===== src/hdl/bclw_pkg.sv =====
package bclw_pkg;

  localparam int SLOTS_DEF      = 16;
  localparam int BLOCK_BITS_DEF = 20;

  localparam int ACT_W  = 2;
  localparam int KIND_W = 2;

  // Input action codes
  localparam logic [ACT_W-1:0] ACT_READ  = 2'd0;
  localparam logic [ACT_W-1:0] ACT_WRITE = 2'd1;
  localparam logic [ACT_W-1:0] ACT_SYNC  = 2'd2;
  localparam logic [ACT_W-1:0] ACT_NOP   = 2'd3;

  // Result kinds
  localparam logic [KIND_W-1:0] KIND_FETCH = 2'd0;
  localparam logic [KIND_W-1:0] KIND_WBACK = 2'd1;
  localparam logic [KIND_W-1:0] KIND_ACC   = 2'd2;
  localparam logic [KIND_W-1:0] KIND_DONE  = 2'd3;

  // Broadcast command from the controller to every slot cell
  typedef struct packed {
    logic lru_touch;   // target slot becomes most recently used
    logic lru_new;     // target slot was not valid before
    logic dirty_set;   // target slot becomes dirty (newest)
    logic dirty_clr;   // target slot becomes clean
    logic load_tag;    // target slot takes the request block
    logic clr_dirty;   // target slot is freshly allocated
  } bclw_cmd_t;

endpackage


===== src/hdl/bclw_cell.sv =====
module bclw_cell #(
  parameter int SLOTS      = bclw_pkg::SLOTS_DEF,
  parameter int BLOCK_BITS = bclw_pkg::BLOCK_BITS_DEF,
  parameter int IDX        = 0
) (
  input  logic                              clk,
  input  logic                              rst_n,
  input  logic [BLOCK_BITS-1:0]             key,
  input  logic                              sel,
  input  bclw_pkg::bclw_cmd_t               cmd,
  input  logic [$clog2(SLOTS)-1:0]          tgt_lru,
  input  logic [$clog2(SLOTS+1)-1:0]        tgt_drank,
  input  logic [$clog2(SLOTS)-1:0]          nvalid,
  input  logic [$clog2(SLOTS+1)-1:0]        ndirty,
  // chain: first matching hit / LRU / oldest dirty found upstream
  input  logic                              hit_in,
  input  logic [$clog2(SLOTS)-1:0]          hit_idx_in,
  input  logic                              lru_in,
  input  logic [$clog2(SLOTS)-1:0]          lru_idx_in,
  input  logic                              old_in,
  input  logic [$clog2(SLOTS)-1:0]          old_idx_in,
  output logic                              hit_out,
  output logic [$clog2(SLOTS)-1:0]          hit_idx_out,
  output logic                              lru_out,
  output logic [$clog2(SLOTS)-1:0]          lru_idx_out,
  output logic                              old_out,
  output logic [$clog2(SLOTS)-1:0]          old_idx_out,
  output logic [BLOCK_BITS-1:0]             tag,
  output logic                              valid,
  output logic                              dirty,
  output logic [$clog2(SLOTS)-1:0]          lru_rank,
  output logic [$clog2(SLOTS+1)-1:0]        dirty_rank
);
  import bclw_pkg::*;

  localparam int IW = $clog2(SLOTS);
  localparam int DW = $clog2(SLOTS+1);
  localparam logic [IW-1:0] MY_IDX = IW'(IDX);

  logic [BLOCK_BITS-1:0] tag_r;
  logic                  valid_r, dirty_r;
  logic [IW-1:0]         lru_r;
  logic [DW-1:0]         drank_r;

  assign tag        = tag_r;
  assign valid      = valid_r;
  assign dirty      = dirty_r;
  assign lru_rank   = lru_r;
  assign dirty_rank = drank_r;

  // priority chain: lowest index wins
  assign hit_out     = hit_in | (valid_r && tag_r == key);
  assign hit_idx_out = hit_in ? hit_idx_in : MY_IDX;
  assign lru_out     = lru_in | (valid_r && lru_r == '0);
  assign lru_idx_out = lru_in ? lru_idx_in : MY_IDX;
  assign old_out     = old_in | (dirty_r && drank_r == '0);
  assign old_idx_out = old_in ? old_idx_in : MY_IDX;

  // state update from the broadcast command
  always_ff @(posedge clk) begin
    if (!rst_n) begin
      valid_r <= 1'b0;
      dirty_r <= 1'b0;
    end else begin
      if (sel) begin
        if (cmd.load_tag) tag_r <= key;
        if (cmd.lru_touch) begin
          lru_r   <= nvalid;
          valid_r <= 1'b1;
        end
        if (cmd.clr_dirty || cmd.dirty_clr) dirty_r <= 1'b0;
        if (cmd.dirty_set) begin
          dirty_r <= 1'b1;
          drank_r <= ndirty;
        end
      end else begin
        if (cmd.lru_touch && !cmd.lru_new && valid_r && lru_r > tgt_lru)
          lru_r <= lru_r - 1'b1;
        if (cmd.dirty_clr && dirty_r && drank_r > tgt_drank)
          drank_r <= drank_r - 1'b1;
      end
    end
  end

endmodule


===== src/hdl/block_cache_lru_writeback.sv =====
// Tag and policy controller of an LRU write-back block buffer cache.
// Input: raise start with in_action / in_block_number while busy is
// low; the beat is taken at that edge. Read (0) and write (1) look up the
// block, sync (2) writes back every dirty slot oldest first; code 3 is
// dropped without result and without raising busy.
// Output: each result beat shows for one cycle with out_valid high;
// out_last marks the final beat of an item. Kinds: fetch, write back,
// host access, sync done. There is no back pressure.
// Sequence: a lookup stage, then the result stages. A hit is busy in LOOK
// and ACC, a miss into a free slot or a clean victim in LOOK, FETCH and
// ACC, a dirty victim in LOOK, WB (written back first), FETCH and ACC;
// when a valid slot is evicted for a block beyond the disk extent, FETCH
// gives no beat. A sync is busy in a search and a write back per dirty
// slot, then a last search and done. The next beat can be taken at the
// edge that ends the cycle after the final result. The lookup walks a chain
// of one cell per slot; the slot state is updated in the result cycle.
// Reset: synchronous active-low rst_n empties all slots, clears the disk
// extent and returns the controller to idle.
module block_cache_lru_writeback #(
  parameter int SLOTS      = bclw_pkg::SLOTS_DEF,
  parameter int BLOCK_BITS = bclw_pkg::BLOCK_BITS_DEF
) (
  input  logic                              clk,
  input  logic                              rst_n,
  input  logic                              start,
  output logic                              busy,
  input  logic [bclw_pkg::ACT_W-1:0]        in_action,
  input  logic [BLOCK_BITS-1:0]             in_block_number,
  output logic                              out_valid,
  output logic [bclw_pkg::KIND_W-1:0]       out_kind,
  output logic [BLOCK_BITS-1:0]             out_block_id,
  output logic [$clog2(SLOTS)-1:0]          out_slot,
  output logic                              out_last
);
  import bclw_pkg::*;

  localparam int IW = $clog2(SLOTS);
  localparam int DW = $clog2(SLOTS+1);

  typedef enum logic [5:0] {
    ST_IDLE  = 6'b000001,
    ST_LOOK  = 6'b000010,
    ST_WB    = 6'b000100,
    ST_FETCH = 6'b001000,
    ST_ACC   = 6'b010000,
    ST_SYNC  = 6'b100000
  } state_t;

  state_t state_r, state_nxt;
  logic [ACT_W-1:0]      act_r;
  logic [BLOCK_BITS-1:0] blk_r;
  logic [IW-1:0]         slot_r, slot_nxt;
  logic [DW-1:0]         free_r, free_nxt;
  logic [BLOCK_BITS-1:0] ext_r, ext_nxt;

  // chain wires
  logic [SLOTS:0]        hit_c, lru_c, old_c;
  logic [IW-1:0]         hit_i [SLOTS+1];
  logic [IW-1:0]         lru_i [SLOTS+1];
  logic [IW-1:0]         old_i [SLOTS+1];
  logic [BLOCK_BITS-1:0] tags  [SLOTS];
  logic [IW-1:0]         lranks[SLOTS];
  logic [DW-1:0]         dranks[SLOTS];
  logic [SLOTS-1:0]      valids, dirtys, sel;

  // registered lookup results and combinational slot counts
  logic          hit_r, old_found_r;
  logic [DW-1:0] nvalid_full, ndirty_full;
  logic [IW-1:0] nvalid_b;

  bclw_cmd_t cmd;

  assign hit_c[0] = 1'b0;
  assign lru_c[0] = 1'b0;
  assign old_c[0] = 1'b0;
  assign hit_i[0] = '0;
  assign lru_i[0] = '0;
  assign old_i[0] = '0;

  // counts of valid / dirty slots
  always_comb begin
    nvalid_full = '0;
    ndirty_full = '0;
    for (int i = 0; i < SLOTS; i++) begin
      nvalid_full = nvalid_full + DW'(valids[i]);
      ndirty_full = ndirty_full + DW'(dirtys[i]);
    end
  end
  // touched slot excluded from its own count
  assign nvalid_b = IW'(nvalid_full - DW'(valids[slot_r]));

  genvar g;
  generate
    for (g = 0; g < SLOTS; g++) begin : g_cell
      bclw_cell #(.SLOTS(SLOTS), .BLOCK_BITS(BLOCK_BITS), .IDX(g)) u_cell (
        .clk, .rst_n,
        .key(blk_r), .sel(sel[g]), .cmd(cmd),
        .tgt_lru(lranks[slot_r]), .tgt_drank(dranks[slot_r]),
        .nvalid(nvalid_b), .ndirty(ndirty_full),
        .hit_in(hit_c[g]), .hit_idx_in(hit_i[g]),
        .lru_in(lru_c[g]), .lru_idx_in(lru_i[g]),
        .old_in(old_c[g]), .old_idx_in(old_i[g]),
        .hit_out(hit_c[g+1]), .hit_idx_out(hit_i[g+1]),
        .lru_out(lru_c[g+1]), .lru_idx_out(lru_i[g+1]),
        .old_out(old_c[g+1]), .old_idx_out(old_i[g+1]),
        .tag(tags[g]), .valid(valids[g]), .dirty(dirtys[g]),
        .lru_rank(lranks[g]), .dirty_rank(dranks[g])
      );
      assign sel[g] = (slot_r == IW'(g));
    end
  endgenerate

  // controller
  always_comb begin
    state_nxt = state_r;
    slot_nxt  = slot_r;
    free_nxt  = free_r;
    ext_nxt   = ext_r;
    cmd       = '0;
    out_valid = 1'b0;
    out_kind  = KIND_ACC;
    out_block_id = blk_r;
    out_slot  = slot_r;
    out_last  = 1'b0;
    unique case (state_r)
      ST_IDLE: begin
        if (start && in_action != ACT_NOP)
          state_nxt = ST_LOOK;
      end
      ST_LOOK: begin
        // chain settles on the request registers in this cycle
        if (act_r == ACT_SYNC) begin
          slot_nxt  = old_i[SLOTS];
          state_nxt = ST_SYNC;
        end else if (hit_c[SLOTS]) begin
          slot_nxt  = hit_i[SLOTS];
          state_nxt = ST_ACC;
        end else if (free_r != '0) begin
          free_nxt  = free_r - 1'b1;
          slot_nxt  = IW'(free_r - 1'b1);
          state_nxt = ST_FETCH;
        end else begin
          slot_nxt  = lru_i[SLOTS];
          state_nxt = dirtys[lru_i[SLOTS]] ? ST_WB : ST_FETCH;
        end
      end
      ST_WB: begin
        // victim write back
        out_valid    = 1'b1;
        out_kind     = KIND_WBACK;
        out_block_id = tags[slot_r];
        if (tags[slot_r] > ext_r) ext_nxt = tags[slot_r];
        cmd.dirty_clr = 1'b1;
        state_nxt = ST_FETCH;
      end
      ST_FETCH: begin
        // allocate slot; fetch only for a fresh slot or a block in extent
        cmd.lru_touch = 1'b1;
        cmd.lru_new   = !valids[slot_r];
        cmd.load_tag  = 1'b1;
        cmd.clr_dirty = 1'b1;
        if (!valids[slot_r] || blk_r <= ext_r) begin
          out_valid = 1'b1;
          out_kind  = KIND_FETCH;
        end
        state_nxt = ST_ACC;
      end
      ST_ACC: begin
        out_valid = 1'b1;
        out_kind  = KIND_ACC;
        out_last  = 1'b1;
        if (hit_r) begin
          cmd.lru_touch = 1'b1;
        end
        if (act_r == ACT_WRITE && (!dirtys[slot_r] || !hit_r))
          cmd.dirty_set = 1'b1;
        state_nxt = ST_IDLE;
      end
      ST_SYNC: begin
        out_valid = 1'b1;
        if (old_found_r) begin
          out_kind      = KIND_WBACK;
          out_block_id  = tags[slot_r];
          if (tags[slot_r] > ext_r) ext_nxt = tags[slot_r];
          cmd.dirty_clr = 1'b1;
          state_nxt     = ST_LOOK;
        end else begin
          out_kind     = KIND_DONE;
          out_block_id = '0;
          out_slot     = '0;
          out_last     = 1'b1;
          state_nxt    = ST_IDLE;
        end
      end
      default: state_nxt = ST_IDLE;
    endcase
  end

  assign busy = (state_r != ST_IDLE);

  // registers; sync reuses ST_LOOK as its search stage
  always_ff @(posedge clk) begin
    if (!rst_n) begin
      state_r <= ST_IDLE;
      free_r  <= DW'(SLOTS);
      ext_r   <= '0;
    end else begin
      free_r  <= free_nxt;
      ext_r   <= ext_nxt;
      state_r <= state_nxt;
    end
  end

  always_ff @(posedge clk) begin
    if (state_r == ST_IDLE && start) begin
      act_r <= in_action;
      blk_r <= in_block_number;
    end
    slot_r <= slot_nxt;
    // lookup outcome kept for the result stages
    if (state_r == ST_LOOK) begin
      hit_r       <= hit_c[SLOTS];
      old_found_r <= old_c[SLOTS];
    end
  end

endmodule

===== config.mk =====
export PLATFORM = sky130hd
export DESIGN_NAME = block_cache_lru_writeback
export DESIGN_NICKNAME = d
export VERILOG_FILES = /design/src/hdl/bclw_pkg.sv /design/src/hdl/bclw_cell.sv /design/src/hdl/block_cache_lru_writeback.sv
export SDC_FILE = /design/constraint.sdc
export NUM_CORES = 1
export LEC_CHECK = 0
export BUFFER_PORTS_ARGS = -buffer_cell sky130_fd_sc_hd__buf_2
export CORE_ASPECT_RATIO = 1.4
export CORE_MARGIN = 2
export CORE_UTILIZATION = 55
export DETAILED_ROUTE_END_ITERATION = 7
export GPL_TIMING_DRIVEN = 0
export PLACE_DENSITY_LB_ADDON = 0.12
export SLEW_MARGIN = 20
export SYNTH_ARGS = -nofsm -noshare
export SYNTH_HDL_FRONTEND = slang
export SYNTH_HIERARCHICAL = 1
export SYNTH_SLANG_ARGS = --single-unit

===== constraint.sdc =====
create_clock -name clk -period 8.85 [get_ports clk]
set_clock_uncertainty 0.1 [all_clocks]
set_input_delay 1.77 -clock clk [delete_from_list [all_inputs] [get_ports clk]]
set_output_delay 1.77 -clock clk [all_outputs]
set_load 0.02 [all_outputs]

== Word level (Yosys, flattened, before mapping) ==
Index checks and enable logic that the tools add are counted.

* Flip-flop bits (word level): 555
* Input port bits: 25
* Output and inout bits: 29
* Logic and storage cells: 743

* $add $sub $neg: 64
* $lt $le $gt $ge: 37
* Equal/unequal tests: 75
* Muxes and demuxes: 160
* Bitwise logic cells: 47
* Reductions and logical operators: 272

{| class="wikitable"
|+ Operators by type and width
! operator !! number
|-
| 20-bit equality test || 16
|-
| 4-bit 2-to-1 mux || 66
|-
| 5-bit 2-to-1 mux || 36
|-
| 3-bit AND reduction || 48
|-
| 1-bit logical AND || 115
|-
| 20-bit 2-to-1 mux || 5
|-
| 5-bit by 1-bit subtractor with 5-bit output (second input constant) || 17
|-
| 20-bit binary-select mux with 4-bit select || 1
|-
| 5-bit > comparator || 16
|-
| 5-bit zero test || 16
|-
| 20-bit case mux with 2 select lines || 2
|-
| 2-bit nonzero test || 34
|-
| 2-bit AND reduction || 33
|-
| 4-bit > comparator || 16
|-
| 4-bit zero test || 16
|-
| 4-bit by 1-bit subtractor with 4-bit output (second input constant) || 16
|-
| 5-bit by 1-bit adder with 5-bit output || 11
|-
| 4-bit by 1-bit adder with 4-bit output || 12
|-
| 2-bit != test (second input constant) || 22
|-
| 1-bit OR || 44
|-
| 3-bit 2-to-1 mux || 12
|-
| 4-bit equality test (second input constant) || 8
|-
| 6-bit case mux with 5 select lines || 1
|-
| 2-bit by 1-bit != test with 1-bit output (second input constant) || 13
|-
| 36 further kinds || 79
|}

== Longest topological paths before layout ==
Gate-level depths: netlist (run 1).

* Word-level depth: 24
* Depth in mapped cells: 25

== Modules after synthesis ==
Netlist (run 1), hierarchy kept.

{| class="wikitable"
|+ Modules (own cells, without submodules)
! module !! times used !! cells each !! area each (um2) !! sequential area each (um2)
|-
| bclw_cell || 16 || 148 || 1742.9 || 910.9
|-
| block_cache_lru_writeback || 1 || 690 || 8344.3 || 1461.4
|}

== Worst setup path before layout (run 1) ==
No wires, ideal clock.

* Path kind: flip-flop to flip-flop
* From: reg blk_r[2]
* To: reg free_r[3]
* Arrival: 6137 ps
* Setup slack: 2522 ps
* Cell stages (with the launch flop): 25
* Period minus slack after synthesis: 6328 ps
* Cell sequence: edfxtp_1 xnor2_1 nand4_1 nor4_1 a41o_1 a41o_1 a41o_1 a41o_1 a41o_1 a41o_1 a41o_1 a41o_1 a41o_1 a41o_1 a41o_1 a41o_1 a41o_1 a41o_1 a41o_1 a41o_1 clkbuf_1 nand4b_1 nor2_1 a21oi_1 a311oi_1

* Longest elaborated chain between the ends: 19

{| class="wikitable"
|+ RTL lines
! item !! line !! text
|-
| start: declaration || block_cache_lru_writeback.sv:51 || <nowiki>logic [BLOCK_BITS-1:0] blk_r;</nowiki>
|-
| start signal: assignment || block_cache_lru_writeback.sv:217 || <nowiki>blk_r <= in_block_number;</nowiki>
|-
| 20-bit equality test || bclw_cell.sv:52 || <nowiki>assign hit_out = hit_in | (valid_r && tag_r == key);</nowiki>
|-
| 1-bit logical AND || bclw_cell.sv:52 ||
|-
| net hit_c[1] || block_cache_lru_writeback.sv:57 || <nowiki>logic [SLOTS:0] hit_c, lru_c, old_c;</nowiki>
|-
| 1-bit OR || bclw_cell.sv:52 ||
|-
| net hit_c[2] || block_cache_lru_writeback.sv:57 ||
|-
| 1-bit OR || bclw_cell.sv:52 ||
|-
| net hit_c[3] || block_cache_lru_writeback.sv:57 ||
|-
| 1-bit OR || bclw_cell.sv:52 ||
|-
| net hit_c[4] || block_cache_lru_writeback.sv:57 ||
|-
| (+1 left out) || n/a ||
|-
| net hit_c[5] || block_cache_lru_writeback.sv:57 ||
|-
| (+1 left out) || n/a ||
|-
| net hit_c[6] || block_cache_lru_writeback.sv:57 ||
|-
| (+1 left out) || n/a ||
|-
| net hit_c[7] || block_cache_lru_writeback.sv:57 ||
|-
| (+1 left out) || n/a ||
|-
| net hit_c[8] || block_cache_lru_writeback.sv:57 ||
|-
| (+1 left out) || n/a ||
|-
| net hit_c[9] || block_cache_lru_writeback.sv:57 ||
|-
| (+1 left out) || n/a ||
|-
| net hit_c[10] || block_cache_lru_writeback.sv:57 ||
|-
| (+1 left out) || n/a ||
|-
| net hit_c[11] || block_cache_lru_writeback.sv:57 ||
|-
| (+1 left out) || n/a ||
|-
| net hit_c[12] || block_cache_lru_writeback.sv:57 ||
|-
| (+1 left out) || n/a ||
|-
| net hit_c[13] || block_cache_lru_writeback.sv:57 ||
|-
| 1-bit OR || bclw_cell.sv:52 ||
|-
| net hit_c[14] || block_cache_lru_writeback.sv:57 ||
|-
| 1-bit OR || bclw_cell.sv:52 ||
|-
| net hit_c[15] || block_cache_lru_writeback.sv:57 ||
|-
| 1-bit OR || bclw_cell.sv:52 ||
|-
| net hit_c[16] || block_cache_lru_writeback.sv:57 ||
|-
| 1-bit inverter (no source line) || n/a ||
|-
| 4-bit AND reduction (no source line) || n/a ||
|-
| end signal: assignment || block_cache_lru_writeback.sv:205 || <nowiki>free_r <= DW'(SLOTS);</nowiki>
|-
| end signal: assignment || block_cache_lru_writeback.sv:208 || <nowiki>free_r <= free_nxt;</nowiki>
|-
| end: declaration || block_cache_lru_writeback.sv:53 || <nowiki>logic [DW-1:0] free_r, free_nxt;</nowiki>
|}

The timed path passes the listed nets, and every way through them passes these cells.
A chain may end at the register's enable or synchronous reset.

== Final worst setup path (run 1) ==
* From: reg blk_r[1]
* To: reg free_r[2]

Same word-level chain as after synthesis.

==> results_dict.tcl, run 1 <==
set metrics [dict create \
    power.density_nw_per_um2 167 \
    grt_pass1_vias 26952 \
    cp_slowest_stage_delay_ns 0.86 \
    wire_per_inst_microns 26.3 \
    drt_iter0_markers 1976 \
    layout-drive-gt1-share_pct 15.1 \
    final_cell_area_sq_um 40500 \
    areaGrowthSynthToFinish_pct 11.8 \
    crit_slowest_cell "edfxtp_1" \
    min_path_type "reg -> reg" \
    vias 25895 \
    timing_worst_setup_path_type "reg -> reg" \
    cts_tree "done" \
    placed_area_sq_um 38600 \
    dp_hpwl_microns 80100 \
    status "complete, no violations" \
    nNetsFinal 3553 \
    layout_commonest_cell "edfxtp_1" \
    holdBufCountCts 0 \
    routed_wl_microns 109000 \
    gr-total-overflow 0 \
    fin_setup_tns_ns 0 \
    critPathMostFrequentCell "a41o_1" \
    worst_pin_slew_ns 1.14 \
    syn_avg_cell_area_sq_um 11.9 \
    cts_buffer_depth 3 \
    fin_util_pct 62.0 \
    globalplace.congestion 0.980 \
    rows 111 \
    critPathLaunchType "register" \
    timing.fmax_ghz 0.136 \
    coreArea_sq_um 65300 \
    fillCellCount 5150 \
    pre_cts_ws_ns 1.55 \
    grt_util_all_layers_pct 31.8 \
    critPathCaptureType "register" \
    finalHoldViolations 0 \
    final.setup.worst_slack_ns 1.48 \
    portBuffers 53 \
    cp.required_ns 9.23 \
    placed_cells 4034 \
    grt_max_degree 92 \
    cts_setup_buffers 0 \
    netlist_area_sq_um 36200 \
    rsz0062_at_grt "no" \
    irDropWorstVdd_mv 0.199 \
    finalSetupViolCount 0 \
    routed_via_density 6.26 \
    synthCells 3056 \
    maxCapViolCount 0 \
    clkSlewWorstSetupHoldPaths_ns 0.06 \
    max_slew_margin_pct 23.7 \
    cts-resized-gates 0 \
    antenna_found_initial 0 \
    pin_count 54 \
    worstPathArrival_ns 7.74 \
    crit_fanout 18 \
    htree_levels 2 \
    numCtsBuffers 57 \
    die_h_microns 308 \
    slew_violations 0 \
    die_w_microns 221 \
    clock_latency_ns 0.65 \
    post-route-period-util_pct 83.2 \
    mostFrequentLayoutCells "edfxtp_1 (492), xnor2_1 (293), inv_1 (264)" \
    fin_crit_ns 7.37 \
    drc 0 \
    die-area_sq_um 67900 \
    leakage_nw 15.0 \
    initial_core_util_pct 55.5 \
    dr.pass1.iters 6 \
    instances_no_fill 4139 \
    ant_nets 0 \
    yosysWarningCount 6 \
    antenna_cells 0 \
    ctsRootBufferMaster "clkbuf_16" \
    grt_pass1_wl_microns 163000 \
    cts.sinks 555 \
]
==> power by group <==
| part | internal [mW] | switching, mW | leakage [nW] | total [mW] |
|---|---|---|---|---|
| Clock | 1.39 | 1.06 | 0.916 | 2.45 |
| Sequential | 2.94 | 0.0452 | 4.94 | 2.98 |
| Combinational | 0.550 | 0.762 | 9.10 | 1.31 |
==> critical path: cells and delay by family (launching register included) <==
| kind | cells | cell delay (ns) |
|---|---|---|
| xor+xnor | 2 | 0.31 |
| simple gates | 5 | 0.88 |
| flops | 1 | 0.86 |
| buf+inv | 2 | 0.52 |
| compound gates | 16 | 4.50 |
==> flip-flops by register name (all words and copies together) (netlist names), 5 cells and up <==
| name | count |
|---|---|
| g_cell.u_cell/dirty | 16 |
| g_cell.u_cell/dirty_rank | 80 |
| g_cell.u_cell/tag | 320 |
| blk_r | 20 |
| g_cell.u_cell/valid | 16 |
| g_cell.u_cell/lru_rank | 64 |
| free_r | 5 |
| state_r | 6 |
| ext_r | 20 |
==> area by class of cell <==
type / instances / area, sq um / share of cell area (%)
Sequential cell: 555 / 16000 / 39.6
Clock inverter: 29 / 335 / 0.828
Clock buffer: 76 / 1560 / 3.85
Inverter: 265 / 995 / 2.46
Timing Repair Buffer: 105 / 1130 / 2.79
Tap cell: 847 / 1060 / 2.62
Buffer: 88 / 472 / 1.17
Multi-Input combinational cell: 2174 / 18900 / 46.7
==> layer usage <==
metal  track usage (%)  wire (microns)  vias to the layer above
met5                 0               0                        -
met4              24.3            9460                        0
met3              3.87            5520                      373
met2              56.8           55700                     1035
met1              34.6           38300                    12876
li1                  -               -                    11611
==> per-stage QoR <==
stage                     hold slack [ns]  power, mW
after floorplan                     0.347       3.84
after global placement              0.359       4.18
after detailed placement            0.380       4.34
after CTS                           0.390       6.77
after global routing                0.426       6.97
final                               0.387       6.74
==> worst paths after layout <==
| path | slack, ns | from | cells past startpoint | to |
|---|---|---|---|---|
| max | 1.48 | blk_r[1] | 25 | free_r[2] |
| min | 0.39 | free_r[4] | 2 | free_r[4] |
| max reg2reg | 1.48 | blk_r[1] | 25 | free_r[2] |
| min reg2reg | 0.39 | free_r[4] | 2 | free_r[4] |
Note: power is estimated with default switching activity, not from simulation.
==> run 2, diff against run 1 <==
--- a/config.mk
+++ b/config.mk
@@ -5,6 +5,7 @@
 export SDC_FILE = /design/constraint.sdc
 export NUM_CORES = 1
 export LEC_CHECK = 0
+export ABC_AREA = 1
 export BUFFER_PORTS_ARGS = -buffer_cell sky130_fd_sc_hd__buf_2
 export CORE_ASPECT_RATIO = 1.4
 export CORE_MARGIN = 2
==> constraint.sdc (replaced) <==
create_clock -name clk -period 6.7 [get_ports clk]
set_clock_uncertainty 0.1 [all_clocks]
set_input_delay 1.34 -clock clk [delete_from_list [all_inputs] [get_ports clk]]
set_output_delay 1.34 -clock clk [all_outputs]
set_load 0.02 [all_outputs]
==> results_dict.tcl, run 2 <==
set metrics [dict create \
    cts.sinks 555 \
    crit_fanout 10 \
    nNetsFinal 6408 \
    critPathMostFrequentCell "nand2_1" \
    holdBufCountCts 0 \
    cp_slowest_stage_delay_ns 0.68 \
    slew_violations 0 \
    leakage_nw 23.6 \
    rsz0062_at_grt "no" \
    finalHoldViolations 0 \
    fin_setup_tns_ns 0 \
    syn_avg_cell_area_sq_um 7.02 \
    mostFrequentLayoutCells "nand2_1 (2465), inv_1 (1098), edfxtp_1 (492)" \
    critPathLaunchType "register" \
    rows 118 \
    antenna_cells 0 \
    fin_util_pct 62.4 \
    power.density_nw_per_um2 203 \
    post-route-period-util_pct 92.8 \
    globalplace.congestion 0.995 \
    max_slew_margin_pct 22.9 \
    critPathCaptureType "register" \
    status "complete, no violations" \
    fin_crit_ns 6.22 \
    synthCells 5879 \
    layout_commonest_cell "nand2_1" \
    cts_tree "done" \
    min_path_type "reg -> reg" \
    portBuffers 53 \
    crit_slowest_cell "xnor2_2" \
    die-area_sq_um 77200 \
    finalSetupViolCount 0 \
    routed_wl_microns 142000 \
    ctsRootBufferMaster "clkbuf_16" \
    largest_reg_flops 320 \
    dp_hpwl_microns 107000 \
    grt_max_degree 57 \
    areaGrowthSynthToFinish_pct 12.2 \
    ant_nets 0 \
    htree_levels 2 \
    netlist_area_sq_um 41200 \
    irDropWorstVdd_mv 0.202 \
    timing.fmax_ghz 0.161 \
    initial_core_util_pct 55.7 \
    clkSlewWorstSetupHoldPaths_ns 0.07 \
    die_h_microns 328 \
    worst_pin_slew_ns 1.15 \
    cp.required_ns 7.10 \
    drt_iter0_markers 3674 \
    crit_chain "inv_2 > buf_2 > nand2_1 > nand2_1 > nand2_1 > nand2_1 > nand2_1 > nand2_1 > inv_1 > nand2_1 > ha_1 > fa_1 > fa_1 > fa_1 > fa_1 > inv_1 > ha_1 > inv_1 > fa_1 > xnor2_2 > buf_6 > nand2_1 > o21ai_0" \
    dr.pass1.iters 6 \
    yosysWarningCount 6 \
    routed_via_density 5.37 \
    grt_pass1_wl_microns 212000 \
    pin_count 54 \
    wire_per_inst_microns 20.0 \
    gr-total-overflow 0 \
    worstPathArrival_ns 6.62 \
    clock_latency_ns 0.66 \
    grt_util_all_layers_pct 36.4 \
    drc 0 \
    maxCapViolCount 0 \
    layout-drive-gt1-share_pct 8.82 \
    final_cell_area_sq_um 46300 \
    die_w_microns 235 \
    coreArea_sq_um 74100 \
    numCtsBuffers 61 \
    placed_area_sq_um 44100 \
    antenna_found_initial 0 \
    vias 38202 \
    cts_buffer_depth 3 \
    grt_pass1_vias 36354 \
    timing_worst_setup_path_type "reg -> reg" \
]
[run 2: cell count changes in the layout (fill, tap and decap cells not counted), moves of 94 or more]
cell,before,now
xnor2_1,293,66
or2_2,2,96
nand3_1,73,170
nand2_1,128,2465
and2_1,98,0
inv_1,264,1098
nor2_1,73,303
nand2b_1,118,0
mux4_2,158,0
[run 2: where the power goes]
part | leakage (nW) | switching (mW) | internal (mW) | total [mW]
logic | 17.6 | 1.28 | 0.621 | 1.90
registers | 4.94 | 0.0836 | 3.85 | 3.93
clock network | 0.988 | 1.53 | 2.02 | 3.55
total | 23.6 | 2.90 | 6.49 | 9.39
[run 2: layout make-up]
type / instances / area [sq um]
Inverter: 1117 / 4190
Timing Repair Buffer: 133 / 1500
Clock buffer: 69 / 1570
Sequential cell: 555 / 16000
Buffer: 134 / 639
Clock inverter: 46 / 473
Fill cell: 6799 / 27800
Tap cell: 960 / 1200
Multi-Input combinational cell: 4099 / 20700
[run 2: worst paths after layout]
path | from | cells past startpoint | end | slack, ns
min | ext_r[7] | 2 | ext_r[7] | 0.39
min reg2reg | ext_r[7] | 2 | ext_r[7] | 0.39
max reg2reg | slot_r[0] | 23 | g_cell[14].u_cell/lru_rank[2] | 0.48
max | slot_r[0] | 23 | g_cell[14].u_cell/lru_rank[2] | 0.48
[run 2: layer usage]
layer	global-route usage [%]	up-vias	routed length [microns]
met1	40.7	17575	52100
li1	-	18574	-
met4	26.6	0	11800
met3	4.18	498	8780
met2	64.3	1555	69500
met5	0	-	0
[run 2: critical path: cells and delay by family, from the launching register on]
kind,cells,cell delay (ns)
AO/OA/AOI/OAI,1,0.09
XOR/XNOR,1,0.68
adder cells (fa/ha/maj),7,2.85
buffers and inverters,6,0.97
flip-flops,1,0.48
AND/OR/NAND/NOR,8,0.87
[run 2: stage by stage]
step	total power, mW	cells	hold slack (ns)	setup slack [ns]
final	9.39	7113	0.386	0.481
after global routing	9.73	7113	0.407	0.0398
after CTS	9.38	7105	0.385	0.406
after detailed placement	5.85	6990	0.370	0.426
after global placement	5.72	6918	0.359	-0.375
after floorplan	5.09	5905	0.344	1.37
[run 2: what timing repair did]
action | CTS | global route
setup endpoints to repair | 0 | 7
setup buffers | 0 | 7
gates resized for setup | 0 | 6
hold endpoints to repair | 0 | 0
